--- src/rtl/cau_pkg.sv ---
`timescale 1ns / 1ps
// ----------------------------------------------------------------------------
// cau_pkg: shared types and helpers of the complex arithmetic unit
// Action codes, queue entry layout, saturation and divider step functions.
// ----------------------------------------------------------------------------
package cau_pkg;

    localparam int FRAC_BITS = 16;
    localparam int QDEPTH    = 4;
    localparam int QAW       = $clog2(QDEPTH);
    localparam int QBITS     = 33;            // quotient bits kept by the divider
    localparam int NW        = 64 + QBITS;    // divider remainder width

    localparam logic [2:0] ACT_ADD = 3'd0;
    localparam logic [2:0] ACT_SUB = 3'd1;
    localparam logic [2:0] ACT_MUL = 3'd2;
    localparam logic [2:0] ACT_DIV = 3'd3;
    localparam logic [2:0] ACT_NEG = 3'd4;
    localparam logic [2:0] ACT_CMP = 3'd5;

    typedef enum logic [2:0] {
        K_ADD, K_SUB, K_MUL, K_DIV, K_NEG, K_CMP, K_NONE
    } t_kind;

    typedef logic signed [31:0] t_word;

    typedef struct packed {
        t_word val;
        logic  sat;
    } t_sat;

    typedef struct packed {
        t_kind kind;
        t_word a;
        t_word b;
        t_word c;
        t_word d;
        t_word s_re;
        t_word s_im;
        logic  s_eq;
        logic  s_sat;
    } t_entry;

    typedef struct packed {
        logic [NW-1:0]    rem;
        logic [QBITS-1:0] quo;
        logic             neg;
        logic             ov;
    } t_dlane;

    localparam logic signed [64:0] W_MAX = 65'sd2147483647;
    localparam logic signed [64:0] W_MIN = -65'sd2147483648;

    function automatic t_sat clamp65(input logic signed [64:0] v);
        t_sat r;
        r.sat = 1'b0;
        r.val = t_word'(v);
        if (v > W_MAX) begin
            r.sat = 1'b1;
            r.val = t_word'(W_MAX);
        end else if (v < W_MIN) begin
            r.sat = 1'b1;
            r.val = t_word'(W_MIN);
        end
        return r;
    endfunction

    // one restoring step: quotient shifts in MSB first
    function automatic t_dlane div_step(input t_dlane l, input logic [NW-1:0] dsh);
        t_dlane    r;
        logic [NW:0] trial;
        r     = l;
        trial = {1'b0, l.rem} - {1'b0, dsh};
        if (!trial[NW]) begin
            r.rem = trial[NW-1:0];
            r.quo = {l.quo[QBITS-2:0], 1'b1};
        end else begin
            r.quo = {l.quo[QBITS-2:0], 1'b0};
        end
        return r;
    endfunction

    function automatic t_sat div_result(input t_dlane l);
        t_sat r;
        r.sat = 1'b0;
        r.val = '0;
        if (l.ov) begin
            r.sat = 1'b1;
            r.val = l.neg ? t_word'(W_MIN) : t_word'(W_MAX);
        end else if (l.neg) begin
            if (l.quo > 33'h0_8000_0000) begin
                r.sat = 1'b1;
                r.val = t_word'(W_MIN);
            end else begin
                r.val = t_word'(32'd0 - l.quo[31:0]);
            end
        end else begin
            if (l.quo > 33'h0_7FFF_FFFF) begin
                r.sat = 1'b1;
                r.val = t_word'(W_MAX);
            end else begin
                r.val = t_word'(l.quo[31:0]);
            end
        end
        return r;
    endfunction

endpackage

--- src/rtl/cau_if.sv ---
`timescale 1ns / 1ps
// ----------------------------------------------------------------------------
// cau_if: request and response channels
// Valid/ready channels carrying operands in and results out.
// ----------------------------------------------------------------------------
interface cau_req_if;
    logic               valid;
    logic               ready;
    logic [2:0]         action;
    logic signed [31:0] x_re;
    logic signed [31:0] x_im;
    logic signed [31:0] y_re;
    logic signed [31:0] y_im;

    modport source (output valid, action, x_re, x_im, y_re, y_im, input ready);
    modport sink   (input valid, action, x_re, x_im, y_re, y_im, output ready);
endinterface


--- src/rtl/cau_front.sv ---
`timescale 1ns / 1ps
// ----------------------------------------------------------------------------
// cau_front: request intake
// Decodes the action, resolves add/sub/negate/compare and pushes the entry.
// ----------------------------------------------------------------------------
module cau_front (
    cau_req_if.sink         i_req,
    input  logic            i_full,
    output logic            o_push,
    output cau_pkg::t_entry o_entry
);

    logic signed [64:0] w_a, w_b, w_c, w_d;
    cau_pkg::t_sat      w_re, w_im;

    assign i_req.ready = ~i_full;
    assign o_push      = i_req.valid & ~i_full;

    assign w_a = 65'(i_req.x_re);
    assign w_b = 65'(i_req.x_im);
    assign w_c = 65'(i_req.y_re);
    assign w_d = 65'(i_req.y_im);

    always_comb begin
        o_entry      = '0;
        o_entry.a    = i_req.x_re;
        o_entry.b    = i_req.x_im;
        o_entry.c    = i_req.y_re;
        o_entry.d    = i_req.y_im;
        w_re         = '0;
        w_im         = '0;
        unique case (i_req.action)
            cau_pkg::ACT_ADD: begin
                o_entry.kind = cau_pkg::K_ADD;
                w_re = cau_pkg::clamp65(w_a + w_c);
                w_im = cau_pkg::clamp65(w_b + w_d);
            end
            cau_pkg::ACT_SUB: begin
                o_entry.kind = cau_pkg::K_SUB;
                w_re = cau_pkg::clamp65(w_a - w_c);
                w_im = cau_pkg::clamp65(w_b - w_d);
            end
            cau_pkg::ACT_MUL: o_entry.kind = cau_pkg::K_MUL;
            cau_pkg::ACT_DIV: o_entry.kind = cau_pkg::K_DIV;
            cau_pkg::ACT_NEG: begin
                o_entry.kind = cau_pkg::K_NEG;
                w_re = cau_pkg::clamp65(-w_a);
                w_im = cau_pkg::clamp65(-w_b);
            end
            cau_pkg::ACT_CMP: begin
                o_entry.kind = cau_pkg::K_CMP;
                o_entry.s_eq = (i_req.x_re == i_req.y_re) && (i_req.x_im == i_req.y_im);
            end
            default: o_entry.kind = cau_pkg::K_NONE;
        endcase
        o_entry.s_re  = w_re.val;
        o_entry.s_im  = w_im.val;
        o_entry.s_sat = w_re.sat | w_im.sat;
    end

endmodule

--- src/flat_wrapper.sv ---
// flat-port wrapper written by rule: the top's interface ports become plain ports
module cau_front_flat 
  (i_full, o_push, o_entry, i_req_valid, i_req_action, i_req_x_re, i_req_x_im, i_req_y_re, i_req_y_im, i_req_ready);
  cau_req_if i_req_i ();
  input  logic i_full;
  output logic o_push;
  output cau_pkg::t_entry o_entry;
  input wire logic [$bits(i_req_i.valid)-1:0] i_req_valid;
  input wire logic [$bits(i_req_i.action)-1:0] i_req_action;
  input wire logic [$bits(i_req_i.x_re)-1:0] i_req_x_re;
  input wire logic [$bits(i_req_i.x_im)-1:0] i_req_x_im;
  input wire logic [$bits(i_req_i.y_re)-1:0] i_req_y_re;
  input wire logic [$bits(i_req_i.y_im)-1:0] i_req_y_im;
  output wire logic [$bits(i_req_i.ready)-1:0] i_req_ready;
  assign i_req_i.valid = i_req_valid;
  assign i_req_i.action = i_req_action;
  assign i_req_i.x_re = i_req_x_re;
  assign i_req_i.x_im = i_req_x_im;
  assign i_req_i.y_re = i_req_y_re;
  assign i_req_i.y_im = i_req_y_im;
  assign i_req_ready = i_req_i.ready;
  cau_front u_core (.i_req(i_req_i), .i_full(i_full), .o_push(o_push), .o_entry(o_entry));
endmodule
--- config.mk ---
export PLATFORM = sky130hd
export DESIGN_NAME = cau_front_flat
export DESIGN_NICKNAME = d
export VERILOG_FILES = /design/src/rtl/cau_pkg.sv /design/src/rtl/cau_if.sv /design/src/rtl/cau_front.sv /design/src/flat_wrapper.sv
export SDC_FILE = /design/constraint.sdc
export NUM_CORES = 1
export LEC_CHECK = 0
export ABC_AREA = 1
export BUFFER_PORTS_ARGS = -buffer_cell sky130_fd_sc_hd__buf_2
export CAP_MARGIN = 20
export CORE_ASPECT_RATIO = 0.7
export CORE_MARGIN = 2
export CORE_UTILIZATION = 37
export DETAILED_ROUTE_END_ITERATION = 10
export PLACE_DENSITY = 0.63
export SLEW_MARGIN = 10
export SYNTH_ARGS = -nofsm -noshare
export SYNTH_HDL_FRONTEND = slang
export SYNTH_SLANG_ARGS = --single-unit
export TNS_END_PERCENT = 50
--- constraint.sdc ---
create_clock -name vclk -period 4.7
set_input_delay 0.94 -clock vclk [all_inputs]
set_output_delay 0.94 -clock vclk [all_outputs]
set_load 0.05 [all_outputs]
## Word level (Yosys, flattened, before mapping)

Index checks and enable logic that the tools add are counted.
W data, S select, Z words.

| word-level totals | value |
|---|---|
| word-level logic and storage cells | 46 |
| output and inout port bits | 199 |
| bits of input ports | 133 |
| bits in registers | 0 |

| operators by class | value |
|---|---|
| reductions and logical operators | 2 |
| muxes and demuxes | 16 |
| add/sub/neg operators | 6 |
| equality and inequality tests | 7 |
| bitwise gates (word level) | 3 |
| $lt $le $gt $ge | 12 |

Operators with widths:

| operator | number |
|---|---|
| $mux W33 | 12 |
| $gt A65 B32 Y1 const B | 6 |
| $lt A65 B32 Y1 const B | 6 |
| $pmux W33 S3 | 2 |
| $neg A32 Y65 | 2 |
| $add A32 B32 Y33 | 2 |
| $sub A32 B32 Y33 | 2 |
| $eq A32 B32 Y1 | 2 |
| $pmux W3 S6 | 1 |
| $eq A3 B2 Y1 const B | 2 |
| $eq A3 B3 Y1 const B | 2 |
| $eq A3 B1 Y1 const B | 1 |
| $logic_not A3 Y1 | 1 |
| $and A1 B1 Y1 | 1 |
| $logic_and A1 B1 Y1 | 1 |
| $mux W1 | 1 |
| $not A1 Y1 | 1 |
| $or A1 B1 Y1 | 1 |

## Depth between registers and ports, before layout

| logic depth | value |
|---|---|
| depth after elaboration | 6 |
| mapped depth | 26 |
| gate-level depth less buffers | 24 |

## Worst setup path before layout

OpenSTA, ideal clock, no wires.

| timing path | value |
|---|---|
| path type | in2out |
| start | in i_req_x_im[0] |
| end | out o_entry[9] in the netlist's numbering |
| required time | 3,760 ps |
| stages | 22 |
| slack | -117 ps |
| data arrival time | 3,877 ps |
| path buffers | 1 |
| cells stage by stage | inv_1 ha_1 nand2_1 nor3_2 nand3_1 nor2_1 nand3_1 ha_1 nand2_1 nor2_1 nand2_1 nor3b_1 nand2_1 nor2_1 nand3_1 nor2_1 nand3_1 nand3_2 buf_6 o21ai_2 nand2_1 nand4_1 |

RTL lines:

| item | RTL line | RTL |
|---|---|---|
| start: declaration | flat_wrapper.sv:11 | `input wire logic [$bits(i_req_i.x_im)-1:0] i_req_x_im;` |
| end: declaration | flat_wrapper.sv:7 | `output cau_pkg::t_entry o_entry;` |

==> results.yml <==
status:
  status: "complete, but fails checks"
  violations: "setup timing"
final_layout:
  finalNonFillerCells: 4045
  finish.utilization_pct: 56.26
  regArea_sq_um: 0
  fin_nets: 3792
  area_delta_synth_final_pct: 49.37
  drive_gt1_share_pct: 35.06
  nClkBuffers: 0
  nFlopsAndLatches: 0
power:
  p_per_area_nw_per_um2: 170.4
  p_sw_uw: 2324
  clockPowerShare_pct: 0
  peakVddDrop_uv: 97.87
  seq_power_share_pct: 0
  swShare_pct: 62.95
  pwr-share-comb_pct: 100.0
  p_int_uw: 1368
  leakage_uw: 0.01190
synth:
  yosys_warnings: 0
  synth.distinct_cells: 52
  syn_area_per_cell_sq_um: 5.221
  syn_inst: 2778
  syn-cell-area_sq_um: 14510
  synth_top_cell_area_share_pct: 20.18
  syn_nets: 3051
  yosys.area.top_type: "nand2_1"
  seq_area_frac_synth_pct: 0
  synth.area.top_cells: "nand2_1, ha_1, inv_1"
timing:
  worst_pin_slew_ns: 0.7065
  fin_tns_setup_ns: -4.952
  setup_viol: 62
  rsz0062_at_grt: "true"
  finalCriticalPeriod_ns: 4.835
  setup_ws_ns: -0.1346
  drv_slew: 0
  max_freq_ghz: 0.2068
  relSlewSlack_pct: 52.40
  hold_violations: 0
  post-route-period-util_pct: 102.9
global_route:
  grt_overflow: 0
  antenna_found_initial: 3
  grt_pass1_wl_mm: 117.3
  grt_max_degree: 35
  grt_pass1_vias: 19110
  track_usage_pct: 38.19
critical_path:
  critPathArrivalTime_ns: 3.89
  path_max_fanout: 31
  path_cells: "buf_6 > clkinvlp_4 > buf_4 > buf_4 > fa_1 > o21ai_2 > a21oi_2 > o21ai_2 > nand2_1 > nand2_2 > nand3_2 > nand2_2 > nor2_1 > nor2_2 > a21oi_2 > buf_12 > nand2_1 > nand4_1 > buf_6"
  end_kind: "output port"
  worst-setup-path-type: "primary input to output port"
  cp_slowest_cell: "fa_1"
  startpoint: "i_req_x_im[1]"
  max_stage_delay_ns: 0.43
  start_kind: "primary input"
  critical_path.endpoint: "o_entry[5]"
  worstPathRequired_ns: 3.76
drt:
  ant_nets: 0
  highest_layer: "met5"
  via_count: 21420
  drt_pre_antenna_iters: 8
  dr_wl_met2_mm: 28.21
  routed-wl-met3_mm: 14.40
  drc: 0
  wl_mm: 81.70
  wl_per_cell_um: 20.20
  vias_per_cell: 5.295
  wl_met1_mm: 37.54
  drtIter0Drc: 2973
place:
  place_ws_ns: -0.2771
  gp_congestion: 1.142
  place_hpwl_mm: 69.86
  dp.cells: 4010
  io_buffers: 332
floorplan:
  start_util_pct: 37.66
  die_h_um: 169.7
  core-area_sq_um: 38510
  ioPinCount: 332
  placementRows: 60
  die_area_sq_um: 40830
  die_w_um: 240.7
flow_run:
  cap_violations: 0
clock_network:
  cts_hold_buf: 0
min_path:
  hold_path_class: "primary input to output port"
## power groups by stage
| stage | Clock [uW] | Sequential (uW) | Combinational, uW |
|---|---|---|---|
| CTS | 0 | 0 | 3500 |
| finish | 0.0000285 | 0 | 3690 |
| detailed placement | 0 | 0 | 3270 |
| floorplan | 0 | 0 | 1890 |
| global placement | 0 | 0 | 3280 |
| global route | 0.0000285 | 0 | 3870 |
## final cells by class
cell class | count | area [sq um]
tap | 527 | 659.4
inverter | 390 | 1479
multi-input combinational | 2179 | 12320
timing repair buffer | 948 | 7202
antenna | 1 | 2.502
fill | 4029 | 16840
## per-stage QoR
step,cell area [sq um],hold slack [ns],total power (uW)
2_1_floorplan,14530,2.047,1890
4_1_cts,21350,2.195,3502
3_5_place_dp,20050,2.195,3268
6_report,21670,2.193,3692
3_3_place_gp,20050,2.189,3280
5_1_grt,21670,2.202,3871
## critical path, delay by kind of cell
kind	cells	cell delay [ns]
and+or+nand+nor	8	0.99
AOI/OAI and AO/OA	4	0.61
adders and majority gates	1	0.43
buffers and inverters	6	0.89
## layer usage
layer	vias to the layer above	GRT usage, %
li1	10290	-
met1	9612	57.25
met2	1398	46.36
met3	117	20.49
met4	2	5.833
met5	-	0
## cell families (layout without fill, tap and decap cells)
logic type | count (synthesis) | count (layout) | share of synthesized area, %
other cells | 0 | 1 | 0
fa+ha+maj | 140 | 140 | 12.28
xor+xnor | 84 | 84 | 5.124
compound gates | 472 | 472 | 17.96
buf+inv | 600 | 1338 | 20.24
simple gates | 1482 | 1483 | 44.40
## synthesized netlist by cell type (all sizes together) (4+ instances only)
| cell | n |
|---|---|
| nor3 | 43 |
| nand4 | 60 |
| clkbuf | 14 |
| a21oi | 208 |
| o21bai | 17 |
| nor2 | 340 |
| inv | 388 |
| a211oi | 5 |
| nor4 | 7 |
| a21o | 8 |
| buf | 196 |
| a21boi | 5 |
| o21a | 6 |
| o21ai | 212 |
| ha | 136 |
| nand3 | 209 |
| fa | 4 |
| nand3b | 9 |
| xor2 | 82 |
| nand2 | 805 |
## what timing repair did
action,in CTS,in global routing
endpoints found under the setup margin,64,64
pin swaps,74,36
endpoints found under the hold margin,0,0
cloned,8,0
resized for setup,284,77
buffers inserted,25,4
## cells in the final DEF, fill, tap and decap left out, drive strengths merged, types with 4 or more instances in the layout
cell,netlist,layout
nand3b,9,9
a211oi,5,5
fa,4,4
o21ai,212,212
clkbuf,14,4
a21oi,208,208
xor2,82,82
a21boi,5,5
ha,136,136
nand3,209,209
inv,388,386
a21o,8,8
o21bai,17,17
o21a,6,6
nor3,43,43
buf,196,944
nor2,340,340
nand4,60,60
nor4,7,7
nand2,805,806
## how the worst min path moves through the flow
stage,from,slack [ns],end,cells after the start
after detailed placement,i_full,2.19,i_req_ready,3
final,i_full,2.19,i_req_ready,3
after floorplan,i_req_y_re[2],2.05,o_entry[100],1
after global placement,i_full,2.19,i_req_ready,3
after CTS,i_full,2.20,i_req_ready,3
after global routing,i_req_y_im[21],2.20,o_entry[87],2
Power figures use the tool's default switching activity.
