### config.mk
export PLATFORM = sky130hd
export DESIGN_NAME = cau_queue
export DESIGN_NICKNAME = d
export VERILOG_FILES = /design/src/rtl/cau_pkg.sv /design/src/rtl/cau_queue.sv
export SDC_FILE = /design/constraint.sdc
export NUM_CORES = 1
export LEC_CHECK = 0
export ABC_AREA = 1
export BUFFER_PORTS_ARGS = -buffer_cell sky130_fd_sc_hd__buf_2
export CORE_UTILIZATION = 44
export DETAILED_ROUTE_END_ITERATION = 10
export PLACE_DENSITY = 0.66
export SLEW_MARGIN = 10
export SYNTH_ARGS = -nofsm -noshare
export SYNTH_HDL_FRONTEND = slang
export SYNTH_SLANG_ARGS = --single-unit
### constraint.sdc
create_clock -name i_clk -period 4.9 [get_ports i_clk]
set_input_delay 0.245 -clock i_clk [delete_from_list [all_inputs] [get_ports i_clk]]
set_output_delay 0.245 -clock i_clk [all_outputs]
set_load 0.01 [all_outputs]
### src/rtl/cau_pkg.sv
`timescale 1ns / 1ps
// ----------------------------------------------------------------------------
// cau_pkg: shared types and helpers of the complex arithmetic unit
// Action codes, queue entry layout, saturation and divider step functions.
// ----------------------------------------------------------------------------
package cau_pkg;

    localparam int FRAC_BITS = 16;
    localparam int QDEPTH    = 4;
    localparam int QAW       = $clog2(QDEPTH);
    localparam int QBITS     = 33;            // quotient bits kept by the divider
    localparam int NW        = 64 + QBITS;    // divider remainder width

    localparam logic [2:0] ACT_ADD = 3'd0;
    localparam logic [2:0] ACT_SUB = 3'd1;
    localparam logic [2:0] ACT_MUL = 3'd2;
    localparam logic [2:0] ACT_DIV = 3'd3;
    localparam logic [2:0] ACT_NEG = 3'd4;
    localparam logic [2:0] ACT_CMP = 3'd5;

    typedef enum logic [2:0] {
        K_ADD, K_SUB, K_MUL, K_DIV, K_NEG, K_CMP, K_NONE
    } t_kind;

    typedef logic signed [31:0] t_word;

    typedef struct packed {
        t_word val;
        logic  sat;
    } t_sat;

    typedef struct packed {
        t_kind kind;
        t_word a;
        t_word b;
        t_word c;
        t_word d;
        t_word s_re;
        t_word s_im;
        logic  s_eq;
        logic  s_sat;
    } t_entry;

    typedef struct packed {
        logic [NW-1:0]    rem;
        logic [QBITS-1:0] quo;
        logic             neg;
        logic             ov;
    } t_dlane;

    localparam logic signed [64:0] W_MAX = 65'sd2147483647;
    localparam logic signed [64:0] W_MIN = -65'sd2147483648;

    function automatic t_sat clamp65(input logic signed [64:0] v);
        t_sat r;
        r.sat = 1'b0;
        r.val = t_word'(v);
        if (v > W_MAX) begin
            r.sat = 1'b1;
            r.val = t_word'(W_MAX);
        end else if (v < W_MIN) begin
            r.sat = 1'b1;
            r.val = t_word'(W_MIN);
        end
        return r;
    endfunction

    // one restoring step: quotient shifts in MSB first
    function automatic t_dlane div_step(input t_dlane l, input logic [NW-1:0] dsh);
        t_dlane    r;
        logic [NW:0] trial;
        r     = l;
        trial = {1'b0, l.rem} - {1'b0, dsh};
        if (!trial[NW]) begin
            r.rem = trial[NW-1:0];
            r.quo = {l.quo[QBITS-2:0], 1'b1};
        end else begin
            r.quo = {l.quo[QBITS-2:0], 1'b0};
        end
        return r;
    endfunction

    function automatic t_sat div_result(input t_dlane l);
        t_sat r;
        r.sat = 1'b0;
        r.val = '0;
        if (l.ov) begin
            r.sat = 1'b1;
            r.val = l.neg ? t_word'(W_MIN) : t_word'(W_MAX);
        end else if (l.neg) begin
            if (l.quo > 33'h0_8000_0000) begin
                r.sat = 1'b1;
                r.val = t_word'(W_MIN);
            end else begin
                r.val = t_word'(32'd0 - l.quo[31:0]);
            end
        end else begin
            if (l.quo > 33'h0_7FFF_FFFF) begin
                r.sat = 1'b1;
                r.val = t_word'(W_MAX);
            end else begin
                r.val = t_word'(l.quo[31:0]);
            end
        end
        return r;
    endfunction

endpackage

### src/rtl/cau_queue.sv
`timescale 1ns / 1ps
// ----------------------------------------------------------------------------
// cau_queue: decoupling queue
// Small register FIFO between intake and the arithmetic pipeline.
// ----------------------------------------------------------------------------
module cau_queue (
    input  logic            i_clk,
    input  logic            i_rst_n,
    input  logic            i_push,
    input  cau_pkg::t_entry i_entry,
    output logic            o_full,
    input  logic            i_pop,
    output logic            o_empty,
    output cau_pkg::t_entry o_entry
);

    cau_pkg::t_entry         r_mem [cau_pkg::QDEPTH];
    logic [cau_pkg::QAW-1:0] r_wr, r_rd, n_wr, n_rd;
    logic [cau_pkg::QAW:0]   r_cnt, n_cnt;
    logic                    w_pop;

    assign o_full  = (r_cnt == (cau_pkg::QAW+1)'(cau_pkg::QDEPTH));
    assign o_empty = (r_cnt == '0);
    assign o_entry = r_mem[r_rd];
    assign w_pop   = i_pop & ~o_empty;

    always_comb begin
        n_wr  = r_wr;
        n_rd  = r_rd;
        n_cnt = r_cnt;
        if (i_push) begin
            n_wr = (r_wr == cau_pkg::QAW'(cau_pkg::QDEPTH-1)) ? '0 : r_wr + 1'b1;
        end
        if (w_pop) begin
            n_rd = (r_rd == cau_pkg::QAW'(cau_pkg::QDEPTH-1)) ? '0 : r_rd + 1'b1;
        end
        case ({i_push, w_pop})
            2'b10:   n_cnt = r_cnt + 1'b1;
            2'b01:   n_cnt = r_cnt - 1'b1;
            default: n_cnt = r_cnt;
        endcase
    end

    always_ff @(posedge i_clk) begin
        if (!i_rst_n) begin
            r_wr  <= '0;
            r_rd  <= '0;
            r_cnt <= '0;
        end else begin
            r_wr  <= n_wr;
            r_rd  <= n_rd;
            r_cnt <= n_cnt;
        end
    end

    always_ff @(posedge i_clk) begin
        if (i_push) begin
            r_mem[r_wr] <= i_entry;
        end
    end

endmodule

# After elaboration in Yosys (flattened, before gate mapping)
# Memories as Yosys holds them, arrays and structs flattened. A register that Yosys moved wholly into a read port is not among the register bits.
# Cells that the tools add are included.
[totals]
mem_count = 1
mem_bits_rw = 788
out_inout_bits = 199
regBits = 7
elab_cells = 24
[classes]
n_addsub = 4
muxes = 7
bitwise_logic = 2
eq_ne = 5
n_reduce_logical = 2
[mem_list]
columns = ["name", "words", "word_bits", "rd", "rd_ports_with_merged_regs", "wr", "line_no", "source"]
rows = [
  ["r_mem", 4, 197, 1, 1, 1, "cau_queue.sv:17", "cau_pkg::t_entry r_mem [cau_pkg::QDEPTH];"],
]
[ops]
columns = ["cell", "count"]
rows = [
  ["2-bit 2-to-1 mux", 4],
  ["2-bit equality test, second input constant", 3],
  ["3-bit one-hot mux with 2 select lines", 1],
  ["2-bit by 1-bit adder with 2-bit output, second input constant", 2],
  ["3-bit by 1-bit adder with 3-bit output, second input constant", 1],
  ["3-bit equality test, second input constant", 1],
  ["3-bit zero test", 1],
  ["3-bit by 1-bit subtractor with 3-bit output, second input constant", 1],
  ["2-bit by 1-bit equality test with 1-bit output, second input constant", 1],
  ["1-bit 2-to-1 mux", 2],
  ["2-bit nonzero test", 1],
  ["1-bit AND", 1],
  ["1-bit NOT", 1],
]

# Depth between registers and ports, before layout
# Gate-level depths: netlist (run 1).
[depth]
ltp_word = 5
mapped_depth = 13

# Least setup slack after synthesis (run 1)
# No wires, ideal clock.
[synth_path]
kind = "register to register"
start = "register r_wr[0] in the netlist's numbering"
end = "memory r_mem[2][0] in the netlist's numbering (enable)"
t_required_ps = 4351
path_stages_with_launch = 5
arrival_ps = 4370
setup_slack_ps = -19
cell_sequence = "dfxtp_1 inv_1 ha_1 nand2_1 inv_1"
[synth_lines]
columns = ["element", "line_no", "source"]
rows = [
  ["start, declared", "cau_queue.sv:18", "logic [cau_pkg::QAW-1:0] r_wr, r_rd, n_wr, n_rd;"],
  ["start signal, assigned", "cau_queue.sv:50", "r_wr <= n_wr;"],
  ["end, declared", "cau_queue.sv:17", ""],
]
# Straight into the memory's write port.

==> results.yml, run 1 <==
floorplan:
  io_pins: 400
  die_x_um: 262
  die_h_um: 262
  row_count: 95
  initial_utilization_pct: 44.4
  core_area_sq_um: 67000
  fp.dieArea_sq_um: 68700
setup_path:
  crit_top_cell: "buf_12"
  worst_path_max_delay_cell: "buf_12"
  r2r-start: "r_wr[0]$_SDFFE_PN0P_"
  ff2ff_path_depth: 6
  cp-end-kind: "output port"
  cp-start-kind: "flop"
  cp_slowest_stage_delay_ps: 560
  worstPathArrival_ps: 3440
  r2r-end: "r_mem[0][100]$_DFFE_PP_"
  worstSetupPathType: "reg2out"
  r2r_slack_ps: 2120
  crit_chain: "buf_12, buf_12, o21ai_0, o22ai_1, buf_2"
  worst-path-max-fanout: 189
  cp.required_ps: 4660
  endpoint: "o_entry[37]"
global_routing:
  antenna_found_initial: 4
  grt_pass1_vias: 18900
  gr-total-overflow: 0
  grt_pass1_wl_um: 102000
  grt_max_degree: 202
  grt_usage_pct: 19.3
synth:
  synth_cell_type_count: 25
  synth.avg_cell_area_sq_um: 15.1
  ys_seq_area_share_pct: 80.0
  syn_inst: 1969
  syn-num-nets: 2177
  synth-edff-count: 788
  synth_area_sq_um: 29800
  async_flop_share_pct: 0
  ys_seq_elements: 797
  synth_warnings: 0
  synthFlopType: "edfxtp_1"
finish:
  final_area_sq_um: 37100
  drive_above_1_share_pct: 20.9
  utilization_pct: 55.3
  fin_nets: 2748
  fillers: 5310
  syn_to_final_growth_pct: 24.5
  mostFrequentLayoutCell: "edfxtp_1"
  final_cell_mix: "edfxtp_1 (788), buf_2 (399), nor2_1 (398)"
job:
  cap_violations: 0
routing:
  ant_nets: 0
  wl_per_cell_um: 20.0
  drcViolationCount: 0
  drt_pass1_iterations: 5
  wirelength_um: 69600
  vias_per_cell: 5.40
  drt-initial-drc-count: 1506
  via_count: 18800
sta:
  finalClockSkew_ps: 19.6
  maxSlewViolCount: 0
  fmax_mhz: 271
  hold_viol: 0
  whs_ps: 384
  period_minus_slack_ps: 3690
  finalSetupTns_ps: 0
  worst_pin_slew_ps: 1100
  maxSlewHeadroom_pct: 27.0
  rsz0062_at_grt: "no"
  setup_viol: 0
  fin_crit_sh_pct: 75.2
power:
  ir_drop_mv: 0.311
  power.density_nw_per_um2: 489
  power_w: 0.0181
  p_leak_nw: 13.0
clocking:
  post_cts_buffers: 0
  cts_made_buffers: 83
  clock-root-buffer: "clkbuf_16"
  cts.sinks: 797
  clk_path_buf_depth: 3
  clock_latency_ps: 610
  clk_pin_slew_ps: 60
  ctsHtreeMaxLevel: 3
  cts_tree: "yes"
placement:
  io_buffers: 399
  gp_congestion: 0.747
  dpl.hpwl_um: 36300
  dpl_cell_area_sq_um: 32200
hold_path:
  hold_class: "in2reg"
outcome:
  status: "finished, final reports clean"
## sequential cells by signal, indices dropped and copies added, names as in the netlist, named ones only
register,cells
r_cnt,3
r_wr,2
r_mem,788
r_rd,2
## timing repair
action                                 in CTS  in global routing
setup endpoints to repair                   0                  0
endpoints found under the hold margin     797                  0
hold buffers                              201                  0
resized for setup                           0                  0
## how the worst min path moves through the flow
stage	startpoint	cells past startpoint	slack (ps)	endpoint
after floorplan	i_entry[0]	0	340	r_mem[0][0]$_DFFE_PP_
after global placement	i_entry[77]	1	450	r_mem[1][77]$_DFFE_PP_
after detailed placement	i_entry[166]	1	460	r_mem[0][166]$_DFFE_PP_
after CTS	i_entry[60]	2	330	r_mem[3][60]$_DFFE_PP_
after global routing	i_entry[77]	2	360	r_mem[0][77]$_DFFE_PP_
final	i_entry[72]	2	380	r_mem[1][72]$_DFFE_PP_
## critical path, delay by kind of cell (launching register included)
family / cells / cell delay [ps]
buf+inv: 3 / 1250
compound gates: 2 / 510
flops: 1 / 510
## synthesized netlist by cell type (5+ instances only)
cell / count / share of area [%]
inv_1: 17 / 0.21
clkbuf_1: 45 / 0.57
o22ai_1: 197 / 4.1
o21ai_1: 140 / 2.4
edfxtp_1: 788 / 79
a21oi_1: 5 / 0.084
buf_6: 42 / 1.6
nor2_1: 398 / 5.0
clkbuf_2: 13 / 0.22
dfxtp_1: 9 / 0.60
buf_2: 23 / 0.39
ha_1: 6 / 0.25
nand2_1: 10 / 0.13
o21ai_0: 258 / 4.3
## metrics by stage
stage / setup slack, ps / std cells
6_report: 1210 / 3486
3_3_place_gp: 2090 / 3127
4_1_cts: 1320 / 3482
3_5_place_dp: 1990 / 3127
5_1_grt: 1080 / 3486
2_1_floorplan: 4.07 / 1969
## power breakdown
| group | leakage (nW) | switching, W | total (W) | internal [W] |
|---|---|---|---|---|
| registers | 7.31 | 0.0000905 | 0.00792 | 0.00783 |
| logic | 4.31 | 0.00251 | 0.00378 | 0.00127 |
| clock network | 1.38 | 0.00252 | 0.00642 | 0.00391 |
## area by class of cell
class	count	area (sq um)	area share [%]
Timing Repair Buffer	616	4270	11.5
Antenna cell	4	10.0	0.0270
Sequential cell	797	23900	64.3
Clock buffer	102	2210	5.96
Inverter	19	114	0.307
Clock inverter	52	622	1.68
Tap cell	873	1090	2.95
Multi-Input combinational cell	1023	4920	13.3
## cell families (layout without fill, tap and decap cells)
group                    Yosys count  after routing  share of synthesized area, %
adder cells (fa/ha/maj)            7              7                         0.319
AO/OA/AOI/OAI                    601            601                          10.9
other                              0              4                             0
flip-flops                       797            797                          80.0
buffers and inverters            149            789                          3.43
AND/OR/NAND/NOR                  415            415                          5.27
## routing by layer
metal / wire length, um / GRT usage, % / share of wire [%] / up-vias
li1: - / - / - / 8647
met1: 27600 / 23.3 / 40 / 9358
met2: 35600 / 33.4 / 51 / 684
met3: 4350 / 3.81 / 6.3 / 124
met4: 2010 / 8.43 / 2.9 / 0
met5: 0 / 0 / 0 / -
Note: power is estimated with default switching activity, not from simulation.
==> inputs of run 2 (changes only) <==
--- a/config.mk
+++ b/config.mk
@@ -5,7 +5,7 @@
 export SDC_FILE = /design/constraint.sdc
 export NUM_CORES = 1
 export LEC_CHECK = 0
-export ABC_AREA = 1
+export ABC_AREA = 0
 export BUFFER_PORTS_ARGS = -buffer_cell sky130_fd_sc_hd__buf_2
 export CORE_UTILIZATION = 44
 export DETAILED_ROUTE_END_ITERATION = 10
==> constraint.sdc (replaced) <==
create_clock -name i_clk -period 3.15 [get_ports i_clk]
set_input_delay 0.1575 -clock i_clk [delete_from_list [all_inputs] [get_ports i_clk]]
set_output_delay 0.1575 -clock i_clk [all_outputs]
set_load 0.01 [all_outputs]
==> results.yml, run 2 <==
clocking:
  clk_path_buf_depth: 3
  ctsHtreeMaxLevel: 3
  clock-root-buffer: "clkbuf_16"
  cts.sinks: 797
  post_cts_buffers: 0
  cts_made_buffers: 80
  cts_tree: "yes"
  clk_pin_slew_ps: 60
  clock_latency_ps: 620
sta:
  finalClockSkew_ps: 20.0
  fin_crit_sh_pct: 82.3
  setup_viol: 0
  worst_pin_slew_ps: 674
  fmax_mhz: 386
  period_minus_slack_ps: 2590
  finalSetupTns_ps: 0
  maxSlewViolCount: 0
  maxSlewHeadroom_pct: 55.1
  hold_viol: 0
  rsz0062_at_grt: "no"
synth:
  synth_most_common_cell: "edfxtp_1"
  synth_commonest_cells: "edfxtp_1 (788), mux4_2 (197), buf_2 (21)"
  ys_seq_area_share_pct: 82.6
  synth_warnings: 0
  async_flop_share_pct: 0
  synth_cell_type_count: 25
  ys_seq_elements: 797
  syn-num-nets: 1288
  synth_top_area_share_pct: 81.9
  synth_area_leaders: "edfxtp_1 (82%), mux4_2 (15%), dfxtp_1 (0.62%), buf_6 (0.62%), buf_2 (0.36%)"
  synthFlopType: "edfxtp_1"
  syn_inst: 1080
  synth.avg_cell_area_sq_um: 26.7
  synth_area_sq_um: 28900
  synth-edff-count: 788
  yosysTopAreaCell: "edfxtp_1"
hold_path:
  hold_class: "in2reg"
outcome:
  status: "finished, final reports clean"
placement:
  dp_cells: 2333
  io_buffers: 399
  gp_congestion: 0.743
  dpl_cell_area_sq_um: 32200
  dpl.hpwl_um: 35400
setup_path:
  crit_chain: "buf_12, buf_12, mux4_2, buf_2"
  worst_path_max_delay_cell: "mux4_2"
  cp-end-kind: "output port"
  worstSetupPathType: "reg2out"
  cp.required_ps: 2990
  cp-start-kind: "flop"
  crit_top_cell: "buf_12"
  cp_slowest_stage_delay_ps: 580
  worstPathArrival_ps: 2440
  worst-path-max-fanout: 20
  r2r_slack_ps: 1120
global_routing:
  grt_usage_pct: 17.9
  grt_max_degree: 69
  grtUsageMet2_pct: 30.1
  grt_pass1_vias: 15100
  grt_pass1_wl_um: 89900
  use_met3_pct: 4.83
  gr-max-usage-layer: "met2"
  grt_use_met1_pct: 22.5
  antenna_found_initial: 4
  gr-total-overflow: 0
finish:
  final_cell_mix: "edfxtp_1 (788), buf_2 (399), dlygate4sd3_1 (200)"
  drive_above_1_share_pct: 41.5
  syn_to_final_growth_pct: 27.4
  largest_reg_flops: 788
  mostFrequentLayoutCell: "edfxtp_1"
  fin_nets: 1968
  top_regs: "r_mem (788), r_cnt (3)"
  final_area_sq_um: 36800
  top_register: "r_mem"
  fin_cells: 2678
power:
  ir_drop_mv: 0.530
  power.density_nw_per_um2: 715
  p_leak_nw: 12.4
floorplan:
  die_x_um: 258
  die_h_um: 258
  row_count: 93
  fp.dieArea_sq_um: 66700
  io_pins: 400
  core_area_sq_um: 64700
  initial_utilization_pct: 44.6
routing:
  drt_pass1_iterations: 5
  wl_per_cell_um: 22.1
  vias_per_cell: 5.13
  ant_nets: 0
  via_count: 13700
  drt-initial-drc-count: 927
  drcViolationCount: 0
  wirelength_um: 59100
job:
  cap_violations: 0
## run 2: cell count changes in the layout (fill, tap and decap cells not counted), moves of 9 or more
cell and change:
buf_12 +9, o22ai_1 -197, o21ai_0 -254, o21ai_1 -140
clkinv_1 -9, buf_4 +18, mux4_2 +197, nor2_1 -397
## run 2: final timing paths
path | to | depth (start not counted) | startpoint
setup / recovery | o_entry[82] | 4 | flop
hold / removal | r_mem[3][97]$_DFFE_PP_ | 2 | i_entry[97]
setup reg to reg | r_cnt[2]$_SDFFE_PN0P_ | 8 | r_cnt[0]$_SDFFE_PN0P_
hold reg to reg | r_cnt[2]$_SDFFE_PN0P_ | 2 | r_cnt[2]$_SDFFE_PN0P_
## run 2: timing repair
| action | CTS | global route |
|---|---|---|
| hold endpoints to repair | 797 | 0 |
| gates resized for setup | 0 | 0 |
| hold buffers | 200 | 0 |
## run 2: final cells by class
type | count | area, sq um
clock buffer | 105 | 2150
inverter | 7 | 26.3
fill | 4775 | 27900
sequential | 797 | 23900
clock inverter | 34 | 390
tap | 855 | 1070
antenna | 6 | 15.0
timing repair buffer | 642 | 4570
multi-input combinational | 232 | 4710
## run 2: metrics by stage
| step | hold WS, ps | power, W | utilization [%] | setup slack, ps |
|---|---|---|---|---|
| 6_report | 286 | 0.0263 | 56.9 | 557 |
| 3_3_place_gp | 366 | 0.0172 | 49.8 | 1130 |
| 2_1_floorplan | 256 | 0.0155 | - | 768 |
| 4_1_cts | 235 | 0.0266 | 56.8 | 434 |
| 3_5_place_dp | 374 | 0.0173 | 49.8 | 1110 |
| 5_1_grt | 256 | 0.0273 | 56.8 | 391 |
## run 2: where the power goes
part	leakage, nW	internal, W	switching [W]
Sequential	7.31	0.0121	0.000173
Clock	1.23	0.00531	0.00379
Combinational	3.86	0.00247	0.00242
## run 2: kinds of logic after synthesis
logic type | share of synthesized area, %
and+or+nand+nor | 0.347
DFF | 82.6
muxes | 15.4
AOI/OAI and AO/OA | 0.139
xor gates and xnor gates | 0.0607
adders and majority gates | 0.329
buffers and inverters | 1.17
## run 2: worst max-delay path: cells and delay by family (launching register included)
kind / cells / cell delay (ps)
buffers and inverters: 3 / 660
DFF: 1 / 540
muxes: 1 / 580
## run 2: per-layer routing
layer  wire length, um  up-vias
met5                 0        -
met4              1480        0
met3              4020      100
met2             30200      408
met1             23300     7171
li1                  -     6059
==> inputs of run 3 (changes only) <==
--- a/config.mk
+++ b/config.mk
@@ -5,11 +5,10 @@
 export SDC_FILE = /design/constraint.sdc
 export NUM_CORES = 1
 export LEC_CHECK = 0
-export ABC_AREA = 0
+export ABC_AREA = 1
 export BUFFER_PORTS_ARGS = -buffer_cell sky130_fd_sc_hd__buf_2
 export CORE_UTILIZATION = 44
 export DETAILED_ROUTE_END_ITERATION = 10
-export PLACE_DENSITY = 0.66
 export SLEW_MARGIN = 10
 export SYNTH_ARGS = -nofsm -noshare
 export SYNTH_HDL_FRONTEND = slang
==> constraint.sdc (replaced) <==
create_clock -name i_clk -period 2.7 [get_ports i_clk]
set_input_delay 0.135 -clock i_clk [delete_from_list [all_inputs] [get_ports i_clk]]
set_output_delay 0.135 -clock i_clk [all_outputs]
set_load 0.01 [all_outputs]
==> results.yml, run 3 (synthesis gave the netlist of run 1 again) <==
sta:
  hold_viol: 0
  setup_ws_ps: 179
  fmax_mhz: 397
  worst_pin_slew_ps: 829
  setup_viol: 0
  rsz0062_at_grt: "no"
  fin_crit_sh_pct: 93.4
  period_minus_slack_ps: 2520
  whs_ps: 280
  maxSlewHeadroom_pct: 44.7
  maxSlewViolCount: 0
  finalClockSkew_ps: 13.1
power:
  p_sw_share_pct: 28.4
  power.density_nw_per_um2: 873
  combPwrFrac_pct: 22.0
  seq_power_share_pct: 43.8
  p_leak_nw: 13.2
  ir_drop_mv: 0.589
  pwr-share-clk_pct: 34.2
  p_sw_w: 0.00931
  p_int_w: 0.0235
global_routing:
  grt_max_degree: 138
  grt_pass1_vias: 19000
  grt_usage_pct: 20.1
  antenna_found_initial: 5
  grt_pass1_wl_um: 106000
  gr-total-overflow: 0
setup_path:
  cp_top_family: "buffers and inverters"
  r2r_slack_ps: 650
  worst_path_max_delay_cell: "dfxtp_4"
  cp.required_ps: 2570
  worst-path-max-fanout: 52
  cp-end-kind: "output port"
  cp_slowest_stage_delay_ps: 580
  cp-start-kind: "flop"
  worstPathArrival_ps: 2390
  crit_chain: "buf_12, buf_12, o21ai_0, o22ai_1, buf_2"
  cp_num_buf_inv: 3
  crit_top_cell: "buf_12"
  worstSetupPathType: "reg2out"
routing:
  drt_pass1_iterations: 5
  drcViolationCount: 0
  wl_per_cell_um: 20.3
  drt-initial-drc-count: 1516
  vias_per_cell: 5.33
  via_count: 18800
  ant_nets: 0
  wirelength_um: 71400
clocking:
  cts_tree: "yes"
  cts.sinks: 797
  ctsHtreeMaxLevel: 3
  clk_path_buf_depth: 3
  clock_latency_ps: 610
  clock-root-buffer: "clkbuf_16"
  clk_pin_slew_ps: 60
  cts_made_buffers: 82
floorplan:
  io_pins: 400
  core_area_sq_um: 67000
  die_x_um: 262
  fp.dieArea_sq_um: 68700
  row_count: 95
  die_h_um: 262
  initial_utilization_pct: 44.4
placement:
  io_buffers: 399
  gp_congestion: 0.782
  dp_slack_ps: 606
  dpl.hpwl_um: 40900
job:
  cap_violations: 0
hold_path:
  hold_class: "in2reg"
finish:
  drive_above_1_share_pct: 22.4
  fin_nets: 2788
  utilization_pct: 56.0
  top_regs: "r_mem (788), r_cnt (3)"
  largest_reg_flops: 788
  syn_to_final_growth_pct: 26.0
  mostFrequentLayoutCell: "edfxtp_1"
  final_cell_mix: "edfxtp_1 (788), buf_2 (399), nor2_1 (398)"
  top_register: "r_mem"
outcome:
  status: "finished, final reports clean"
run 3: cell types whose count changed in the layout (fill, tap and decap cells not counted), sizes merged, moves of 3 or more:
cell,delta
nor2,+397
o21ai,+394
mux4,-197
o22ai,+197
buf,+15
inv,+10
nand2,+7
and2,-6
clkbuf,+5
clkinvlp,+5
a21oi,+4
diode,-4
bufinv,+3
run 3: final cells by class:
class                   count  area [sq um]
inverters                  19           108
multi-input cells        1023          4940
flip-flops and latches    797         23900
repair buffers            657          4850
clock inverters            38           428
clock buffers             110          2260
well taps                 873          1090
diodes                      2          5.00
fillers                  5350         29500
run 3: metal layers:
| metal | global-route usage [%] | share of wire (%) | vias to the layer above | wire length [um] |
|---|---|---|---|---|
| li1 | - | - | 8726 | - |
| met1 | 24.9 | 40 | 9315 | 28400 |
| met2 | 34.3 | 51 | 566 | 36200 |
| met3 | 4.17 | 6.3 | 151 | 4510 |
| met4 | 7.92 | 3.0 | 4 | 2160 |
| met5 | 0 | 0.031 | - | 22 |
run 3: stage by stage:
| step | TNS [ps] | cell area (sq um) | instances | total power, W |
|---|---|---|---|---|
| after detailed placement | 0 | 32800 | 3167 | 0.0216 |
| after global placement | 0 | 32800 | 3167 | 0.0214 |
| after floorplan | -967330 | 29800 | 1969 | 0.0188 |
| final | 0 | 37500 | 3519 | 0.0328 |
| after global routing | 0 | 37500 | 3519 | 0.0342 |
| after CTS | 0 | 37500 | 3516 | 0.0331 |
run 3: what timing repair did:
item,4_1_cts,5_1_grt
endpoints found under the setup margin,25,6
hold endpoints to repair,797,0
hold buffers,200,0
setup buffers,1,1
gates resized for setup,1,1
run 3: power by group through the flow:
stage	clock network, W	logic (W)	registers, W
floorplan	0	0.00423	0.0146
global placement	0	0.00680	0.0146
detailed placement	0	0.00694	0.0147
CTS	0.0114	0.00726	0.0144
global route	0.0119	0.00787	0.0144
finish	0.0112	0.00721	0.0144
run 3: final timing paths:
| path | startpoint | to | cells past startpoint |
|---|---|---|---|
| max | flop | o_entry[95] | 5 |
| min | i_entry[2] | r_mem[0][2]$_DFFE_PP_ | 2 |
| max reg2reg | r_wr[0]$_SDFFE_PN0P_ | r_mem[3][146]$_DFFE_PP_ | 4 |
| min reg2reg | r_wr[1]$_SDFFE_PN0P_ | r_wr[1]$_SDFFE_PN0P_ | 2 |
